### config.mk
export PLATFORM = sky130hd
export DESIGN_NAME = shp3_core
export DESIGN_NICKNAME = d
export VERILOG_FILES = /design/src/sv/shp3_pkg.sv /design/src/sv/shp3_core.sv
export SDC_FILE = /design/constraint.sdc
export NUM_CORES = 1
export LEC_CHECK = 0
export ABC_AREA = 1
export BUFFER_PORTS_ARGS = -buffer_cell sky130_fd_sc_hd__buf_2
export CORE_ASPECT_RATIO = 0.75
export CORE_MARGIN = 5
export CORE_UTILIZATION = 36
export CTS_BUF_LIST = sky130_fd_sc_hd__clkbuf_8
export DETAILED_ROUTE_END_ITERATION = 12
export HOLD_SLACK_MARGIN = 0.15
export PLACE_DENSITY = 0.61
export SLEW_MARGIN = 15
export SYNTH_ARGS = -nofsm -noshare
export SYNTH_HDL_FRONTEND = slang
export SYNTH_SLANG_ARGS = --single-unit
### constraint.sdc
create_clock -name clk -period 9.4 [get_ports clk]
set_clock_uncertainty 0.2 [all_clocks]
set_input_delay 0.94 -clock clk [delete_from_list [all_inputs] [get_ports clk]]
set_output_delay 0.94 -clock clk [all_outputs]
set_load 0.005 [all_outputs]
### src/sv/shp3_pkg.sv
// shared types, register codes and helpers for the 3x3 sharpen stream
`default_nettype none

package shp3_pkg;

  // configuration register indexes
  localparam logic [1:0] REG_IMAGE_WIDTH   = 2'd0;
  localparam logic [1:0] REG_IMAGE_HEIGHT  = 2'd1;
  localparam logic [1:0] REG_CHANNEL_COUNT = 2'd2;

  // reset values of the configuration registers
  localparam logic [11:0] RESET_IMAGE_WIDTH   = 12'd640;
  localparam logic [15:0] RESET_IMAGE_HEIGHT  = 16'd480;
  localparam logic [2:0]  RESET_CHANNEL_COUNT = 3'd3;

  // result queue between the compute stage and the output port
  localparam int QUEUE_DEPTH = 4;
  localparam int QPTR_W      = 2;
  localparam int QCNT_W      = 3;

  // history of centre samples, one per interleaved channel
  localparam int HIST_DEPTH = 4;

  // reciprocal for division by three: (2^17 + 1) / 3
  localparam logic [16:0] DIV3_RECIP = 17'd43691;
  localparam int          DIV3_SHIFT = 17;

  // classified word handed from the front to the compute stage
  typedef struct packed {
    logic [7:0] sample;
    logic       emit;
    logic       interior;
    logic       last;
    logic [1:0] chan_sel;
  } item_t;

  // one result word
  typedef struct packed {
    logic [7:0] pixel;
    logic       last;
  } result_t;

  // pixel column of a sample position, channel count 1..4
  function automatic logic [15:0] div_by_chan(input logic [15:0] num,
                                               input logic [2:0]  chans);
    logic [32:0] prod;
    logic [15:0] quot;
    prod = 33'(num) * 33'(DIV3_RECIP);
    case (chans)
      3'd1: begin
        quot = num;
      end
      3'd2: begin
        quot = num >> 1;
      end
      3'd3: begin
        quot = 16'(prod >> DIV3_SHIFT);
      end
      default: begin
        quot = num >> 2;
      end
    endcase
    return quot;
  endfunction

endpackage

`default_nettype wire

### src/sv/shp3_core.sv
// compute stage: 5-point laplacian sharpen, clamp, older line store update
`default_nettype none

module shp3_core #(
  parameter int PW = 13
) (
  input  wire logic            clk,
  input  wire logic            item_valid,
  input  wire shp3_pkg::item_t item,
  input  wire logic [PW-1:0]   item_addr,
  // line store read data for this word
  input  wire logic [7:0]      centre,
  input  wire logic [7:0]      right,
  input  wire logic [7:0]      up,
  // older line store write
  output logic                 older_wr_en,
  output logic      [PW-1:0]   older_wr_addr,
  output logic      [7:0]      older_wr_data,
  // result word to the queue
  output logic                 push,
  output shp3_pkg::result_t    push_data
);

  import shp3_pkg::*;

  logic [7:0]         hist [HIST_DEPTH];
  logic [7:0]         left;
  logic signed [11:0] acc;
  logic [7:0]         clamped;

  // recent centre samples; one pixel back is the left neighbour
  always_ff @(posedge clk) begin
    if (item_valid) begin
      hist[0] <= centre;
      for (int i = 1; i < HIST_DEPTH; i++) begin
        hist[i] <= hist[i-1];
      end
    end
  end

  assign left = hist[item.chan_sel];

  // 5*centre minus the four neighbours
  always_comb begin
    acc = $signed({2'b00, centre, 2'b00}) + $signed({4'b0000, centre})
        - $signed({4'b0000, left}) - $signed({4'b0000, right})
        - $signed({4'b0000, up}) - $signed({4'b0000, item.sample});
    if (acc < 12'sd0) begin
      clamped = 8'd0;
    end else if (acc > 12'sd255) begin
      clamped = 8'd255;
    end else begin
      clamped = acc[7:0];
    end
  end

  // centre moves into the older store
  assign older_wr_en   = item_valid;
  assign older_wr_addr = item_addr;
  assign older_wr_data = centre;

  assign push            = item_valid && item.emit;
  assign push_data.pixel = item.interior ? clamped : 8'd0;
  assign push_data.last  = item.last;

endmodule

`default_nettype wire

=== Word level (Yosys, flattened, before mapping) ===
Memories as Yosys holds them, arrays and structs flattened.
Index checks and enable logic that the tools add are counted.

* Input bits: 52
* Logic and storage cells: 14
* Memories kept: 1
* Flip-flop bits (word level): 0
* Output and inout port bits: 32
* Memory bits (writable): 32

* Add/sub/neg operators: 5
* Reduce and logical (&&, ||, !) cells: 1
* Mux-type cells: 5
* Magnitude comparators: 2

{| class="wikitable"
|+ Memories
! name !! words !! width !! rd ports !! clocked after memory_dff !! wr ports !! line !! source
|-
| hist || 4 || 8 || 4 || 0 || 4 || shp3_core.sv:26 || <nowiki>logic [7:0] hist [HIST_DEPTH];</nowiki>
|}

{| class="wikitable"
|+ Operator list
! operator !! count
|-
| subtractor 12 x 9 -> 12 bit || 3
|-
| 2-to-1 mux 8 bit || 3
|-
| greater-than comparator 12 x 9 -> 1 bit, second input constant || 1
|-
| less-than comparator 12 x 1 -> 1 bit, second input constant || 1
|-
| subtractor 11 x 8 -> 12 bit || 1
|-
| adder 10 x 8 -> 11 bit || 1
|-
| 2-to-1 mux 1 bit || 2
|-
| logical AND 1 bit || 1
|}

=== Depth between registers and ports, before layout ===
* Word-level depth: 9
* Gate-level depth with buffers: 22
* Mapped depth without buffers: 20

=== Worst setup path before layout ===
No wires, ideal clock.

* Path kind: in2out
* Start: input port item[0] (netlist bit)
* End: output port push_data[3] (netlist bit)
* Stages: 20
* Data arrival time: 4470 ps
* Setup slack: 3790 ps
* Buffers on the path: 2
* Required time: 8260 ps
* Cell sequence: buf_2 inv_1 buf_2 nand2_1 a32o_1 fa_1 inv_1 fa_1 fa_1 inv_1 fa_1 nand3_1 nand3_2 nand3_2 nand2_1 nand2_1 nand2_2 nand3_4 nand2_4 a21oi_2

{| class="wikitable"
|+ RTL lines
! item !! line !! source
|-
| start: declaration || shp3_core.sv:9 || <nowiki>input wire shp3_pkg::item_t item,</nowiki>
|-
| end: declaration || shp3_core.sv:21 || <nowiki>output shp3_pkg::result_t push_data</nowiki>
|}

==> reports/results.tsv <==
metric	value	unit
run status	finished, final reports clean	
initial core utilization	37.2	%
Detailed Routing Iterations Pass 1	4	
sequential element share of the synthesized area	32.6	%
Top reg by flops	hist	
crit path DAT	4980	ps
min-delay src	hist[1][4]	
commonest cells after routing, fill and taps aside	inv_1 (77), nand2_1 (56), buf_2 (55)	
sequential share of power	20.8	%
first-pass GRT wire length	9440	µm
CTS tree	yes	
Required @ worst endpoint	8260	ps
Avg WL per Cell	12.4	µm
Finished Layout Cells	452	
placed insts	444	
Yosys top cell area share	32.6	%
# diodes	0	
Synth area leaders	edfxtp_1 (33%), fa_1 (20%), inv_1 (9.7%)	
Reg-to-Reg End	hist[3][0]	
post-layout min period	6120	ps
Final Cycle Share	65.1	%
switching share of power	45.5	%
Clk pin slew, worst setup/hold paths	60	ps
initial DRC count	95	
cell taking the most area after synthesis	edfxtp_1	
total routed wirelength	5590	µm
Setup TNS Final	0	ps
GRT overflow	0	
DR vias/cell	4.43	
Synth warnings	0	
P_int	452	µW
Util after Layout	41.3	%
combinational share of power	64.1	%
cts bufs inserted	5	
Slew headroom	51.5	%
Hold Slack	249	ps
VDD IR max	0.152	mV
Psw	377	µW
max cap viols	0	
CTS sink count	32	
nets@finish	443	
Critical Path Sink Type	primary output	
Synth cell types	30	
Fmax	0.163	GHz
Syn Area/Cell	9.47	µm²
layout cells sized above 1	23.3	%
Mapped Area	0.00295	mm²
Layout area overhead	11.0	%
initial antenna violation count	0	
Crit Path Category	primary input to primary output	
Power Density	253	mW/mm²
max-slew violations	0	
routability congestion estimate from global placement	0.811	
core area	0.00792	mm²
die width	114	µm
die height	88.4	µm
Post-CTS Hold Fix Bufs	0	
worst min path class	flop to flop	
vias in the first global route	1979	
Clock Latency Late Sink	270	ps
H-tree depth	2	
Hold Crit Endpoint	hist[2][4]	
io pins	84	
global-route usage over all layers	11.8	%
buffer count from post-CTS setup fixing	0	
reg-to-reg startpoint	hist[2][0]	
RSZ-0062 raised after global routing	no	
Largest register FFs	32	
biggest regs	hist (32)	
#FFs+latches synth	32	
hold depth	0	
Syn Inst Count	311	
largest net degree at the start of global routing	35	
final-report hold violation count	0	
Leakage Power	1.65	nW
Startpoint Class	primary input	
Critical Path Fanout Max	17	
flop-to-flop setup slack	8540	ps
worst-margin pin slew	727	ps
num rows	28	
routed vias	2003	
dpl hpwl	4750	µm
post-CTS resize count	0	
Post-Syn Nets	408	
share of total power in the clock network	15.1	%
CTS Buffer Depth	2	
PortBufs	55	
cells on worst reg2reg path	0	
Post-DRT Antenna Nets	0	
most common cell after layout, fill and taps aside	inv_1	
Root Buffer	clkbuf_8	
# setup viols final	0	
post-route DRC violation count	0	
Die Footprint	0.0101	mm²
## worst max path at each step
stage,startpoint,slack (ps),to,depth (start not counted)
floorplan,item[0],3790,push_data[3],20
global placement,item[0],3330,push_data[6],20
detailed placement,item[0],3270,push_data[5],20
CTS,item[0],3270,push_data[5],20
global route,item[0],2970,push_data[4],20
finish,item[0],3280,push_data[5],20
## synth_stat cells
cell type and n:
nand3_4 1, nand3_1 5, nand4_1 2, nand3_2 2, nand3b_1 1, inv_2 1
o21ai_0 2, nor2_1 12, a21oi_1 15, a21oi_2 6, buf_1 1, nand2_4 3
a31o_2 1, o22ai_1 1, clkbuf_1 1, nand2_1 56, nor3_1 1, nor2_2 1
xnor2_1 5, buf_4 23, edfxtp_1 32, a21o_1 1, inv_1 76, mux2i_1 1
ha_1 15, buf_2 2, xor2_1 3, a32o_1 7, fa_1 30, nand2_2 4
## routing by layer
metal | wire length, µm | vias to the layer above | global-route usage (%)
li1 | - | 1015 | -
met1 | 2760 | 946 | 16.9
met2 | 2560 | 40 | 18.8
met3 | 242 | 2 | 2.12
met4 | 25 | 0 | 2.59
met5 | 0 | - | 0
## power by group through the flow
| stage | combinational, mW | clock, mW | sequential (mW) |
|---|---|---|---|
| after floorplan | 0.418 | 0 | 0.174 |
| after global placement | 0.540 | 0 | 0.175 |
| after detailed placement | 0.535 | 0 | 0.176 |
| after CTS | 0.540 | 0.128 | 0.173 |
| after global routing | 0.613 | 0.136 | 0.174 |
| final | 0.531 | 0.125 | 0.172 |
## cell type report
cell class | instances | area [µm²]
fill | 805 | 4650
multi-input combinational | 175 | 1510
sequential | 32 | 961
inverter | 77 | 289
timing repair buffer | 55 | 275
tap | 105 | 131
clock buffer | 5 | 68.8
clock inverter | 3 | 38.8
## stage by stage
step | area (µm²) | setup WS [ps] | power (mW)
floorplan | 2950 | 3790 | 0.592
global placement | 3160 | 3330 | 0.716
detailed placement | 3160 | 3270 | 0.710
CTS | 3270 | 3270 | 0.841
global route | 3270 | 2970 | 0.923
finish | 3270 | 3280 | 0.829
## critical path: stages
cell	delay (ps)
buf_2	200
inv_1	390
nand2_1	120
a32o_1	270
fa_1	490
inv_1	70
fa_1	510
fa_1	540
inv_1	50
ha_1	350
nand2_1	110
nor2_1	150
nand3_1	120
nand3_1	110
nand2_1	60
nand2_2	80
nand3_4	80
nand2_4	110
a21oi_2	60
buf_2	130
## cells by family (layout without fill, tap and decap cells)
logic type      Yosys count  in the layout  synth area share (%)
buf+inv                 104            140                  16.3
simple gates             88             88                  13.8
fa+ha+maj                45             45                  26.8
compound gates           33             33                  7.81
flops                    32             32                  32.6
xor+xnor                  8              8                  2.38
mux                       1              1                 0.340
Power figures use the tool's default switching activity.
