==> src/sv/shp3_pkg.sv <==
// shared types, register codes and helpers for the 3x3 sharpen stream
`default_nettype none

package shp3_pkg;

  // configuration register indexes
  localparam logic [1:0] REG_IMAGE_WIDTH   = 2'd0;
  localparam logic [1:0] REG_IMAGE_HEIGHT  = 2'd1;
  localparam logic [1:0] REG_CHANNEL_COUNT = 2'd2;

  // reset values of the configuration registers
  localparam logic [11:0] RESET_IMAGE_WIDTH   = 12'd640;
  localparam logic [15:0] RESET_IMAGE_HEIGHT  = 16'd480;
  localparam logic [2:0]  RESET_CHANNEL_COUNT = 3'd3;

  // result queue between the compute stage and the output port
  localparam int QUEUE_DEPTH = 4;
  localparam int QPTR_W      = 2;
  localparam int QCNT_W      = 3;

  // history of centre samples, one per interleaved channel
  localparam int HIST_DEPTH = 4;

  // reciprocal for division by three: (2^17 + 1) / 3
  localparam logic [16:0] DIV3_RECIP = 17'd43691;
  localparam int          DIV3_SHIFT = 17;

  // classified word handed from the front to the compute stage
  typedef struct packed {
    logic [7:0] sample;
    logic       emit;
    logic       interior;
    logic       last;
    logic [1:0] chan_sel;
  } item_t;

  // one result word
  typedef struct packed {
    logic [7:0] pixel;
    logic       last;
  } result_t;

  // pixel column of a sample position, channel count 1..4
  function automatic logic [15:0] div_by_chan(input logic [15:0] num,
                                               input logic [2:0]  chans);
    logic [32:0] prod;
    logic [15:0] quot;
    prod = 33'(num) * 33'(DIV3_RECIP);
    case (chans)
      3'd1: begin
        quot = num;
      end
      3'd2: begin
        quot = num >> 1;
      end
      3'd3: begin
        quot = 16'(prod >> DIV3_SHIFT);
      end
      default: begin
        quot = num >> 2;
      end
    endcase
    return quot;
  endfunction

endpackage

`default_nettype wire

==> src/sv/shp3_queue.sv <==
// small result queue in front of the output port
`default_nettype none

module shp3_queue (
  input  wire logic                      clk,
  input  wire logic                      rst,
  input  wire logic                      push,
  input  wire shp3_pkg::result_t         push_data,
  output logic                           out_valid,
  input  wire logic                      out_stall,
  output shp3_pkg::result_t              head,
  output logic [shp3_pkg::QCNT_W-1:0]    count
);

  import shp3_pkg::*;

  result_t           slots [QUEUE_DEPTH];
  logic [QPTR_W-1:0] wr_ptr;
  logic [QPTR_W-1:0] rd_ptr;
  logic              pop;

  assign out_valid = count != '0;
  assign pop       = out_valid && !out_stall;
  assign head      = slots[rd_ptr];

  // storage
  always_ff @(posedge clk) begin
    if (push) begin
      slots[wr_ptr] <= push_data;
    end
  end

  // pointers and fill level
  always_ff @(posedge clk) begin
    if (rst) begin
      wr_ptr <= '0;
      rd_ptr <= '0;
      count  <= '0;
    end else begin
      if (push) begin
        wr_ptr <= wr_ptr + QPTR_W'(1);
      end
      if (pop) begin
        rd_ptr <= rd_ptr + QPTR_W'(1);
      end
      case ({push, pop})
        2'b10: begin
          count <= count + QCNT_W'(1);
        end
        2'b01: begin
          count <= count - QCNT_W'(1);
        end
        default: begin
        end
      endcase
    end
  end

endmodule

`default_nettype wire

==> config.mk <==
export PLATFORM = sky130hd
export DESIGN_NAME = shp3_queue
export DESIGN_NICKNAME = d
export VERILOG_FILES = /design/src/sv/shp3_pkg.sv /design/src/sv/shp3_queue.sv
export SDC_FILE = /design/constraint.sdc
export NUM_CORES = 1
export LEC_CHECK = 0
export ABC_AREA = 1
export BUFFER_PORTS_ARGS = -buffer_cell sky130_fd_sc_hd__clkbuf_2
export CORE_MARGIN = 1
export CORE_UTILIZATION = 44
export DETAILED_ROUTE_END_ITERATION = 7
export GPL_TIMING_DRIVEN = 0
export SYNTH_ARGS = -nofsm -noshare
export SYNTH_HDL_FRONTEND = slang
export SYNTH_SLANG_ARGS = --single-unit
==> constraint.sdc <==
create_clock -name clk -period 3 [get_ports clk]
set_clock_uncertainty 0.1 [all_clocks]
set_input_delay 0.3 -clock clk [delete_from_list [all_inputs] [get_ports clk]]
set_output_delay 0.3 -clock clk [all_outputs]
set_load 0.01 [all_outputs]
; Word-level counts from Yosys, hierarchy flattened
; Memory sizes are Yosys's and may differ from the RTL's. A register that Yosys moved wholly into a read port is not among the register bits.
; Cells that the tools add are included.
[word_totals]
regBits = 7
latch_bits = 0
ram_bits = 36
romBits = 0
input_bits = 13
output_inout_bits = 13
wordCells = 19
mem_count = 1
[mem_list]
columns = name, words, width, read_ports, rd_clocked_by_memory_dff, write_ports, line
row1 = slots, 4, 9, 1, 1, 1, shp3_queue.sv:17  ; result_t slots [QUEUE_DEPTH];
[classes]
add_sub_neg = 4
multipliers = 0
div_mod_pow = 0
order_cmp = 0
n_eq_ne = 2
shift = 0
muxes = 5
bitwise = 0
reduce_logical = 4
[ops]
columns = op, count
row1 = $pmux 3 s2, 1
row2 = $add 2x1->2 const B, 2
row3 = $mux 2, 2
row4 = $add 3x1->3 const B, 1
row5 = $reduce_bool 3->1, 1
row6 = $sub 3x1->3 const B, 1
row7 = $eq 2x1->1 const B, 1
row8 = $eq 2x2->1 const B, 1
row9 = $mux 1, 2
row10 = $reduce_bool 2->1, 1
row11 = $logic_and 1x1->1, 1
row12 = $logic_not 1->1, 1

; Logic depth before layout (Yosys ltp)
[logic_depth]
depth_word = 4
ltp_mapped = 11
depth_no_buf = 11

; Least setup slack after synthesis
; OpenSTA, ideal clock, no wires.
[synth_timing]
kind = register to register
start = register count[0] in the netlist's numbering
end = register count[2] in the netlist's numbering
setup_time_ns = 0.110
arrival_time_ns = 1.535
t_required_ns = 2.790
setup_slack_ns = 1.255
stages_incl_launch_ff = 12
n_path_buf = 0
synth_period_minus_slack_ns = 1.745
path_cell_list = dfxtp_1 -> inv_1 -> a31oi_1 -> ha_1 -> inv_1 -> fa_1 -> inv_1 -> nand2_1 -> nand3_1 -> nand2_1 -> inv_1 -> nor2_1
[synth_via]
elab_chain_cells = 4
elab_cells_between_ends = 8
cone_classes = 2 x add/sub / 2 x eq/ne / 1 x mux / 3 x reduce/logical
[synth_lines]
columns = item, line
row1 = start: declaration, shp3_queue.sv:12  ; output logic [shp3_pkg::QCNT_W-1:0] count
row2 = start signal: assignment, shp3_queue.sv:48  ; count <= count + QCNT_W'(1);
row3 = start signal: assignment, shp3_queue.sv:51  ; count <= count - QCNT_W'(1);
row4 = $reduce_bool 3->1 (*), shp3_queue.sv:22  ; assign out_valid = count != '0;
row5 = $logic_and 1x1->1 (*), shp3_queue.sv:23  ; assign pop = out_valid && !out_stall;
row6 = net pop, shp3_queue.sv:20  ; logic pop;
row7 = $eq 2x1->1 or $eq 2x2->1 (tied branches), shp3_queue.sv:46  ; case ({push, pop})
row8 = $pmux 3 s2 or $reduce_bool 2->1 (tied branches), -
; Mark *: on every way through the listed nets, which the timed path passes. The rest lies on a longest branch.
; A chain may end at the register's enable or synchronous reset.

==> results.yml <==
logic_synthesis:
  syn_avg_cell_area_um2: 12.9
  synth_fp_nets: 168
  syn_inst: 149
  syn-cell-area_um2: 1920
  ys_seq_area_share_pct: 65.8
  synth_top_area_share_pct: 56.4
  yosys_warnings: 0
  netlist-cell-type-count: 20
  synth.area.top_cells: "edfxtp_1, dfxtp_1, o22ai_2"
  yosysTopAreaCell: "edfxtp_1"
  ys_ff_latch: 45
timing:
  fin_crit_sh_pct: 62.4
  setup_ws_ns: 1.13
  tightest_slew_ns: 0.454
  fmax_mhz: 534
  hold_viol_final: 0
  rsz0062_at_grt: "false"
  maxSlewViolCount: 0
  relSlewSlack_pct: 69.7
  setup_viol: 0
  fin_tns_setup_ns: 0
  fin_crit_ns: 1.87
die:
  rows: 23
  initial_core_util_pct: 46.9
  dieArea_um2: 4620
  dieHeight_um: 68.0
  core_um2: 4090
  fp.dieW_um: 68.0
  ios: 26
placed_design:
  gp_congestion: 0.728
  pre_cts_ws_ns: 1.18
  dpl_cell_area_um2: 2100
  io_buffers: 25
  hpwl_um: 2430
  dp_cells: 224
clock_tree:
  htree_num_levels: 2
  clk_pin_slew_ns: 0.08
  clockBufferDepth: 2
  cts_root_buffer: "clkbuf_8"
  post_cts_buffers: 0
  tritoncts: "done"
  clock_latency_ns: 0.29
  post_cts_resized: 0
  ctsHoldBuffers: 0
  cts.sinks: 45
  cts_buffers: 5
pwr:
  leakage_nw: 0.861
  power_density_nw_per_um2: 690
  ir_drop_uv: 370
global_routing:
  use_met3_pct: 5.33
  grt_first_pass_wirelength_um: 5760
  grt_max_degree: 15
  overflow: 0
  busiest_layer: "met2"
  track_usage_pct: 18.2
  grt_antenna_before_repair: 0
  met1_usage_pct: 20.8
  first_global_vias: 1227
  grt_use_met2_pct: 31.7
cells_and_area:
  fin_nets: 200
  utilization_pct: 53.5
  stdcell_count: 232
  diodes: 0
  synthToLayoutAreaGrowth_pct: 14.2
  fin_area_um2: 2190
  final_layout_size_suffix_gt1_share_pct: 31.3
routing:
  drcViolationCount: 0
  totalWireLength_um: 3570
  detail-route-antenna-nets: 0
  vias: 1186
  via_per_inst: 5.11
  firstDrtPassIters: 4
  avgRoutedWirePerCell_um: 15.4
  first_iter_violations: 20
job:
  cap_violations: 0
worst_setup_path:
  path_cells: "inv_2 > o21ai_0 > o22ai_2 > clkbuf_2"
  cp_slowest_cell: "dfxtp_1"
  worstPathArrival_ns: 1.47
  start_kind: "flip-flop"
  cp_slowest_stage_delay_ns: 0.60
  endpoint_kind: "output port"
  critical_path_class: "flip-flop to output port"
  crit_buf_inv: 2
  critical_path.top_delay_family: "flip-flops"
  required_ns: 2.60
  cp_max_fo: 10
run_status:
  status: "complete, no violations"
min_path:
  hp-class: "primary input to flip-flop"
worst paths after layout:
kind                            cells after the start  slack (ns)              startpoint                    end
worst max-delay path                                4        1.13               flip-flop                head[6]
worst max register to register                     11        1.15   count[0]$_SDFFE_PP0P_  count[2]$_SDFFE_PP0P_
worst min-delay path                                1        0.12            push_data[2]  slots[0][2]$_DFFE_PP_
worst min register to register                      2        0.40  rd_ptr[0]$_SDFFE_PP0P_              flip-flop
area by class of cell:
type                            instances  area (um^2)
Timing Repair Buffer                   25          125
Inverter                               19         78.8
Clock inverter                          2         11.3
Sequential cell                        45         1260
Fill cell                             362         1900
Multi-Input combinational cell         82          533
Clock buffer                            6         72.6
Tap cell                               50         62.6
Buffer                                  3         42.5
placed cells by master (no fill, tap or decap), types with 2 or more instances in the layout:
cell type,Yosys,routed
nor2_2,9,9
edfxtp_1,36,36
a21oi_1,6,6
o21ai_0,20,20
buf_6,2,2
clkbuf_2,0,25
clkbuf_8,0,5
inv_1,17,17
dfxtp_1,9,9
o21ai_2,2,2
nand2_1,11,11
ha_1,5,5
nor2_1,14,14
o22ai_2,9,9
nand3_1,2,2
sequential cells by signal (all words and copies together), names as in the netlist, named ones only:
name	flops
slots	36
rd_ptr	2
wr_ptr	2
count	3
through the flow:
stage,hold slack (ns),power (mW)
after CTS,0.115,1.52
after global routing,0.118,1.60
after detailed placement,0.373,1.17
after floorplan,0.299,1.04
after global placement,0.361,1.15
final,0.121,1.51
layer usage:
layer  vias up  part of all wire, %
met1       567                   44
li1        585                    -
met3         6                  3.7
met5         -                    0
met2        28                   51
met4         0                  1.6
power breakdown:
part | switching [mW] | total (mW) | internal [mW]
clock network | 0.194 | 0.355 | 0.161
logic | 0.249 | 0.410 | 0.160
registers | 0.0244 | 0.744 | 0.720
Yosys cell counts, drive strengths merged:
cell type and instances:
a21oi 6, a31oi 1, buf 3, dfxtp 9, edfxtp 36, fa 1
ha 5, inv 19, nand2 11, nand3 3, nand4 1, nor2 23
o21ai 22, o22ai 9
worst register-to-register path, stage by stage (launching register included):
cell,delay (ns)
dfxtp_1,0.34
inv_1,0.12
a31oi_1,0.22
ha_1,0.19
inv_1,0.07
fa_1,0.38
inv_1,0.07
nand2_1,0.07
nand3_1,0.07
nand2_1,0.05
inv_1,0.05
nor2_1,0.04
logic make-up after synthesis:
group                    share of synthesized area [%]
buffers and inverters                             6.34
flip-flops                                        65.8
adder cells (fa/ha/maj)                           4.31
AO/OA/AOI/OAI                                     13.9
AND/OR/NAND/NOR                                   9.60
No activity file was read; power rests on OpenSTA's default activity.
