<file path="src/sv/shp3_pkg.sv">
// shared types, register codes and helpers for the 3x3 sharpen stream
`default_nettype none

package shp3_pkg;

  // configuration register indexes
  localparam logic [1:0] REG_IMAGE_WIDTH   = 2'd0;
  localparam logic [1:0] REG_IMAGE_HEIGHT  = 2'd1;
  localparam logic [1:0] REG_CHANNEL_COUNT = 2'd2;

  // reset values of the configuration registers
  localparam logic [11:0] RESET_IMAGE_WIDTH   = 12'd640;
  localparam logic [15:0] RESET_IMAGE_HEIGHT  = 16'd480;
  localparam logic [2:0]  RESET_CHANNEL_COUNT = 3'd3;

  // result queue between the compute stage and the output port
  localparam int QUEUE_DEPTH = 4;
  localparam int QPTR_W      = 2;
  localparam int QCNT_W      = 3;

  // history of centre samples, one per interleaved channel
  localparam int HIST_DEPTH = 4;

  // reciprocal for division by three: (2^17 + 1) / 3
  localparam logic [16:0] DIV3_RECIP = 17'd43691;
  localparam int          DIV3_SHIFT = 17;

  // classified word handed from the front to the compute stage
  typedef struct packed {
    logic [7:0] sample;
    logic       emit;
    logic       interior;
    logic       last;
    logic [1:0] chan_sel;
  } item_t;

  // one result word
  typedef struct packed {
    logic [7:0] pixel;
    logic       last;
  } result_t;

  // pixel column of a sample position, channel count 1..4
  function automatic logic [15:0] div_by_chan(input logic [15:0] num,
                                               input logic [2:0]  chans);
    logic [32:0] prod;
    logic [15:0] quot;
    prod = 33'(num) * 33'(DIV3_RECIP);
    case (chans)
      3'd1: begin
        quot = num;
      end
      3'd2: begin
        quot = num >> 1;
      end
      3'd3: begin
        quot = 16'(prod >> DIV3_SHIFT);
      end
      default: begin
        quot = num >> 2;
      end
    endcase
    return quot;
  endfunction

endpackage

`default_nettype wire

</file>
<file path="src/sv/shp3_front.sv">
// front end: config registers, raster counters, classification, line store access
`default_nettype none

module shp3_front #(
  parameter int MAX_WIDTH    = 2048,
  parameter int MAX_CHANNELS = 4,
  localparam int PW          = $clog2(MAX_WIDTH * MAX_CHANNELS)
) (
  input  wire logic                 clk,
  input  wire logic                 rst,
  // configuration
  input  wire logic                 cfg_valid,
  input  wire logic [1:0]           cfg_index,
  input  wire logic [15:0]          cfg_data,
  // input stream
  input  wire logic                 in_valid,
  input  wire logic                 in_stall,
  input  wire logic [7:0]           sample,
  // line store access
  output logic                      newer_wr_en,
  output logic      [PW-1:0]        newer_wr_addr,
  output logic      [7:0]           newer_wr_data,
  output logic      [PW-1:0]        centre_rd_addr,
  output logic      [PW-1:0]        right_rd_addr,
  // classified word to the compute stage
  output logic                      item_valid,
  output shp3_pkg::item_t           item,
  output logic      [PW-1:0]        item_addr
);

  import shp3_pkg::*;

  localparam int LW = $clog2(MAX_WIDTH * MAX_CHANNELS + 1);
  localparam int WW = $clog2(MAX_WIDTH + 1);

  logic [11:0]   image_width;
  logic [15:0]   image_height;
  logic [2:0]    channel_count;
  logic [PW-1:0] pos;
  logic [PW-1:0] pos_next;
  logic [15:0]   row;
  logic [15:0]   row_next;

  logic [WW-1:0] eff_w;
  logic [15:0]   eff_h;
  logic [2:0]    eff_c;
  logic [LW-1:0] row_len;
  logic [LW-1:0] last_pos;
  logic [15:0]   col;
  logic          accept;
  logic          row_end;
  logic          last_row;
  logic          interior;

  assign accept = in_valid && !in_stall;

  // configuration writes
  always_ff @(posedge clk) begin
    if (rst) begin
      image_width   <= RESET_IMAGE_WIDTH;
      image_height  <= RESET_IMAGE_HEIGHT;
      channel_count <= RESET_CHANNEL_COUNT;
    end else if (cfg_valid) begin
      case (cfg_index)
        REG_IMAGE_WIDTH: begin
          image_width <= cfg_data[11:0];
        end
        REG_IMAGE_HEIGHT: begin
          image_height <= cfg_data;
        end
        REG_CHANNEL_COUNT: begin
          channel_count <= cfg_data[2:0];
        end
        default: begin
        end
      endcase
    end
  end

  // effective geometry, saturated into the supported range
  always_comb begin
    if (image_width < 12'd3) begin
      eff_w = WW'(3);
    end else if (32'(image_width) > MAX_WIDTH) begin
      eff_w = WW'(MAX_WIDTH);
    end else begin
      eff_w = WW'(image_width);
    end
    if (image_height < 16'd3) begin
      eff_h = 16'd3;
    end else begin
      eff_h = image_height;
    end
    if (channel_count == 3'd0) begin
      eff_c = 3'd1;
    end else if (32'(channel_count) > MAX_CHANNELS) begin
      eff_c = 3'(MAX_CHANNELS);
    end else begin
      eff_c = channel_count;
    end
  end

  // position classification
  assign row_len  = LW'(32'(eff_w) * 32'(eff_c));
  assign last_pos = row_len - LW'(1);
  assign row_end  = LW'(pos) >= last_pos;
  assign last_row = row >= (eff_h - 16'd1);
  assign col      = div_by_chan(16'(pos), eff_c);
  assign interior = (row >= 16'd2) && (col != 16'd0) && (col <= (16'(eff_w) - 16'd2));

  // raster counters
  always_comb begin
    pos_next = pos;
    row_next = row;
    if (accept) begin
      if (row_end) begin
        pos_next = '0;
        row_next = last_row ? 16'd0 : row + 16'd1;
      end else begin
        pos_next = pos + PW'(1);
      end
    end
  end

  always_ff @(posedge clk) begin
    if (rst) begin
      pos        <= '0;
      row        <= '0;
      item_valid <= 1'b0;
    end else begin
      pos        <= pos_next;
      row        <= row_next;
      item_valid <= accept;
    end
  end

  // classified word, read data arrives with it
  always_ff @(posedge clk) begin
    if (accept) begin
      item.sample   <= sample;
      item.emit     <= row != 16'd0;
      item.interior <= interior;
      item.last     <= last_row && row_end;
      item.chan_sel <= 2'(eff_c - 3'd1);
      item_addr     <= pos;
    end
  end

  // line store addresses: centre and up at the position, right one pixel on
  assign newer_wr_en    = accept;
  assign newer_wr_addr  = pos;
  assign newer_wr_data  = sample;
  assign centre_rd_addr = pos;
  assign right_rd_addr  = PW'(32'(pos) + 32'(eff_c));

endmodule

`default_nettype wire

</file>
<file path="config.mk">
export PLATFORM = sky130hd
export DESIGN_NAME = shp3_front
export DESIGN_NICKNAME = d
export VERILOG_FILES = /design/src/sv/shp3_pkg.sv /design/src/sv/shp3_front.sv
export SDC_FILE = /design/constraint.sdc
export NUM_CORES = 1
export LEC_CHECK = 0
export BUFFER_PORTS_ARGS = -buffer_cell sky130_fd_sc_hd__buf_2
export CORE_MARGIN = 2
export CORE_UTILIZATION = 56
export CTS_BUF_LIST = sky130_fd_sc_hd__clkbuf_8
export CTS_CLUSTER_DIAMETER = 100
export DETAILED_ROUTE_END_ITERATION = 7
export PLACE_DENSITY = 0.82
export SLEW_MARGIN = 10
export SYNTH_ARGS = -nofsm -noshare
export SYNTH_HDL_FRONTEND = slang
export SYNTH_SLANG_ARGS = --single-unit
export TNS_END_PERCENT = 30
</file>
<file path="constraint.sdc">
create_clock -name clk -period 5.7 [get_ports clk]
set_input_delay 0.285 -clock clk [delete_from_list [all_inputs] [get_ports clk]]
set_output_delay 0.285 -clock clk [all_outputs]
set_load 0.005 [all_outputs]
</file>
== Word-level counts from Yosys, hierarchy flattened ==
Cells that the tools add are included.
Operators by class
  $add $sub $neg: 7
  $mul: 2
  magnitude comparators: 8
  equal/unequal tests: 5
  multiplexer cells: 8
  reductions and logical operators: 13
Operators with widths (number)
  $pmux W13 S3: 1
  $mux W16: 2
  $reduce_bool A16 Y1: 2
  $mul A13 B16 Y29 const B: 1
  $mux W12: 2
  $add A16 B1 Y16 const B: 1
  $ge A16 B16 Y1: 1
  $ge A16 B2 Y1 const B: 1
  $le A16 B16 Y1: 1
  $lt A16 B2 Y1 const B: 1
  $sub A16 B1 Y16 const B: 1
  $ge A13 B14 Y1: 1
  $mul A12 B3 Y14: 1
  $sub A14 B1 Y14 const B: 1
  $add A13 B1 Y13 const B: 1
  $add A13 B3 Y13: 1
  $mux W13: 1
  $sub A12 B2 Y13 const B: 1
  $gt A12 B12 Y1 const B: 1
  $lt A12 B2 Y1 const B: 1
  $reduce_and A2 Y1: 4
  $eq A3 B2 Y1 const B: 2
  $mux W3: 2
  $logic_and A1 B1 Y1: 4
  8 further kinds: 8
Storage, ports and cells
  flip-flop bits (word level): 87
  bits of input ports: 31
  output and inout port bits: 75
  word-level logic and storage cells: 55

== Longest topological paths before layout ==
  depth after elaboration: 8
  mapped depth: 27
  mapped depth without buffers: 27

== Worst setup path after synthesis ==
Ideal clock, no wire load.
  path type: reg2reg
  start: reg pos[12] (netlist: centre_rd_addr[12])
  end: reg item[3] in the netlist's numbering, data pin
  setup time: 160 ps
  arrival time: 6086 ps
  data required time: 5540 ps
  setup slack: -547 ps
  stages on the path, launching flop included: 27
  path buffers: 0
  period minus slack after synthesis: 6247 ps
  cell sequence: dfxtp_1 ha_1 ha_1 inv_1 fa_1 inv_1 fa_1 inv_1 fa_1 inv_1 ha_1 o21ai_0 nand2b_1 o31a_1 a21boi_2 a31oi_1 xor2_1 o211ai_1 o21ai_0 inv_1 ha_1 a21o_1 a21o_1 a21oi_1 nor4bb_1 o21ai_0 a41oi_1
Between the ends
  longest elaborated chain between the ends: 5
  elaborated cells on any way between the ends: 6
  classes of those cells: mul: 1; order compare: 1; mux: 1; reduce/logical: 3
RTL lines
  start, declared: RTL line shp3_front.sv:39  | logic [PW-1:0] pos;
  start signal, assigned: RTL line shp3_front.sv:131  | pos <= pos_next;
  $mul A13 B16 Y29: RTL line shp3_pkg.sv:48  | prod = 33'(num) * 33'(DIV3_RECIP);
  $pmux W13 S3 (*): RTL line shp3_pkg.sv:49  | case (chans)
  parallel branches: the longest is 2 deep, another holds $le A16 B16 Y1
  $logic_and A1 B1 Y1 (*): RTL line shp3_front.sv:109  | assign interior = (row >= 16'd2) && (col != 16'd0) && (col <= (16'(eff_w) - 16'd2));
  net interior: RTL line shp3_front.sv:53  | logic interior;
  end, declared: RTL line shp3_front.sv:27  | output shp3_pkg::item_t item,
Mark *: on every way through the listed nets, which the timed path passes.
A chain may end at the register's enable or synchronous reset.

== Worst setup path after layout ==
  start: reg pos[11] (netlist: centre_rd_addr[11])
  end: reg item[3] in the netlist's numbering, data pin
Same word-level chain as after synthesis.

==> results.cfg <==
[power_and_ir_drop]
p_per_area_nw_per_um2 = 143
leakagePower_nw = 5.76
ir_drop_mv = 0.122
power.total_mw = 1.69

[global_routing]
antenna_found_initial = 0
gr-total-overflow = 0
grt_pass1_vias = 9102
grt.total_usage = 0.306
grt_pass1_wl_mm = 44.8
grt_max_degree = 45

[sta]
hold_violations = 0
rsz0062_at_grt = yes
maxSlewHeadroom = 0.428
fin_skew_ps = 18.4
finalWorstSetupSlack_ps = -501
max_freq_mhz = 161
holdWs_ps = 86.9
min_period_ps = 6200
tns_ps = -501
worst_pin_slew_ps = 854
setup_violations = 1
post-route-period-util = 1.09
final_max_slew_viol_count = 0

[floorplan]
die_h_um = 136
die_w_um = 136
initial_utilization = 0.568
rows = 48
pin_count = 106
core-area_um2 = 17200
fp.dieArea_um2 = 18500

[yosys]
ys_dominant_reg_cell = dfxtp_1
synth_commonest_cells = ha_1, nand2_1, inv_1, a21oi_1, nor2_1
synth_top_cell_area_share = 0.196
syn_area_per_cell_um2 = 8.50
synth_top_area_cell = ha_1
ys_seq_area_frac = 0.205
synth_edf_count = 26
ys_warn_count = 0
synth_area_leaders = ha_1, fa_1, dfxtp_1
synth_async_sr_flop_share = 0
synth_area_um2 = 9760
synth_fp_nets = 1395
yosysMostFrequentCell = ha_1
netlist_instances = 1149
ys_types = 70
ys_ff_latch = 87

[drt]
firstDrtPassIters = 7
viasPerCell = 6.07
first_iter_violations = 673
ant_nets = 0
vias = 9483
finalWirelength_mm = 29.3
drc_errors = 0
wl_per_cell_um = 18.8

[placement]
dp_cells = 1528
gp_congestion = 0.963
hpwlAfterDp_mm = 21.1
io_buffers = 105

[cells_and_area]
instances_no_fill = 1562
layout.nets = 1578
area_growth_pct = 20.9
utilization = 0.688
n_antenna_cell = 0
drive_above_1_share = 0.246

[worst_setup_path]
endpoint_kind = register
start_kind = register
critical_path.max_fanout = 4
critPathKind = reg -> reg
crit_required_ps = 5940
worstPathArrival_ps = 6440

[clock_tree]
clkLatencyLatePin_ps = 390
cts_tree = done
cts-root-buf = clkbuf_8
htree_levels = 3
clockBufferDepth = 2
numCtsBuffers = 9
clkSinkCount = 87
clk_pin_slew_ps = 110

[job]
drv_cap = 0

[min_path]
hp-class = in -> reg

[outcome]
violations = setup timing
status = finished with violations
-- worst max-delay path, stage by stage (launching register included) --
cell and delay, ps:
dfxtp_2 360, ha_1 310, fa_1 480, inv_1 60, fa_1 460, fa_1 550, inv_1 90, fa_1 540
ha_4 330, nand4_1 170, nor2_2 230, o2111ai_2 110, o21ai_1 190, xnor2_1 180, nor2_1 80, o22a_1 190
ha_1 310, nor2b_1 130, o21a_1 160, o21a_1 160, o21a_1 160, o21a_1 170, o21ai_1 160, nor4bb_4 220
o21ai_1 100, a41oi_1 160
-- kinds of logic after synthesis --
logic type               Yosys count  synth area share
adder cells (fa/ha/maj)          215             0.323
buffers and inverters            185            0.0800
AND/OR/NAND/NOR                  367             0.183
AO/OA/AOI/OAI                    226             0.146
flip-flops                        87             0.205
multiplexers                       6           0.00628
XOR/XNOR                          63            0.0565
-- stage by stage --
stage / area, µm² / worst slack, ps
5_1_grt: 11800 / -697
6_report: 11800 / -501
2_1_floorplan: 9880 / -91.2
3_5_place_dp: 11200 / -316
3_3_place_gp: 11200 / -187
4_1_cts: 11600 / -211
-- registers in the layout, summed over array words and instances (netlist names) --
signal and count:
row 16, image_width 12, item_addr 13, image_height 16, item_valid 1, channel_count 3
centre_rd_addr 13, item 13
-- path summary, 6_finish.rpt --
kind                           start                to  slack, ps  cells past startpoint
setup / recovery  centre_rd_addr[11]           item[3]       -500                     25
hold / removal             sample[6]          item[11]         90                      1
setup reg to reg  centre_rd_addr[11]           item[3]       -500                     25
hold reg to reg     image_height[15]  image_height[15]        480                      2
-- cells in the final DEF, fill, tap and decap left out, drive strengths merged, types with 6 or more instances in the layout --
cell / instances
nand2: 141
o21a: 11
fa: 62
nor4: 15
o211ai: 9
nor3b: 9
clkbuf: 9
a21oi: 80
and2: 8
buf: 225
inv: 134
xor2: 30
nand4: 16
xnor2: 33
dfxtp: 61
and3: 10
nor2: 66
or2: 6
a21o: 18
nor3: 18
o21ai: 53
ha: 153
o2111ai: 10
nand2b: 15
nor2b: 19
edfxtp: 26
nand3: 27
a32o: 6
-- routing by layer --
layer / track usage / share of wire / up-vias
met3: 0.0470 / 0.078 / 149
met1: 0.381 / 0.39 / 4470
met5: 0 / 0 / -
li1: - / - / 4312
met4: 0.159 / 0.062 / 0
met2: 0.514 / 0.47 / 552
-- area by class of cell --
| class | instances | area [µm²] |
|---|---|---|
| Clock buffer | 9 | 124 |
| Clock inverter | 7 | 71.3 |
| Fill cell | 1271 | 5370 |
| Inverter | 132 | 495 |
| Multi-Input combinational cell | 877 | 7340 |
| Sequential cell | 87 | 2030 |
| Tap cell | 225 | 282 |
| Timing Repair Buffer | 225 | 1460 |
-- repair_timing --
action,in CTS,in global routing
resized for setup,20,49
pin swaps,16,40
buffers inserted,11,7
hold buffers,0,0
endpoints found under the setup margin,13,31
-- power by group --
| group | leakage (nW) | internal [mW] | switching (mW) |
|---|---|---|---|
| Combinational | 4.91 | 0.246 | 0.322 |
| Sequential | 0.758 | 0.659 | 0.0215 |
| Clock | 0.0995 | 0.171 | 0.272 |
| Total | 5.76 | 1.08 | 0.615 |
(Power assumes the default switching activity.)
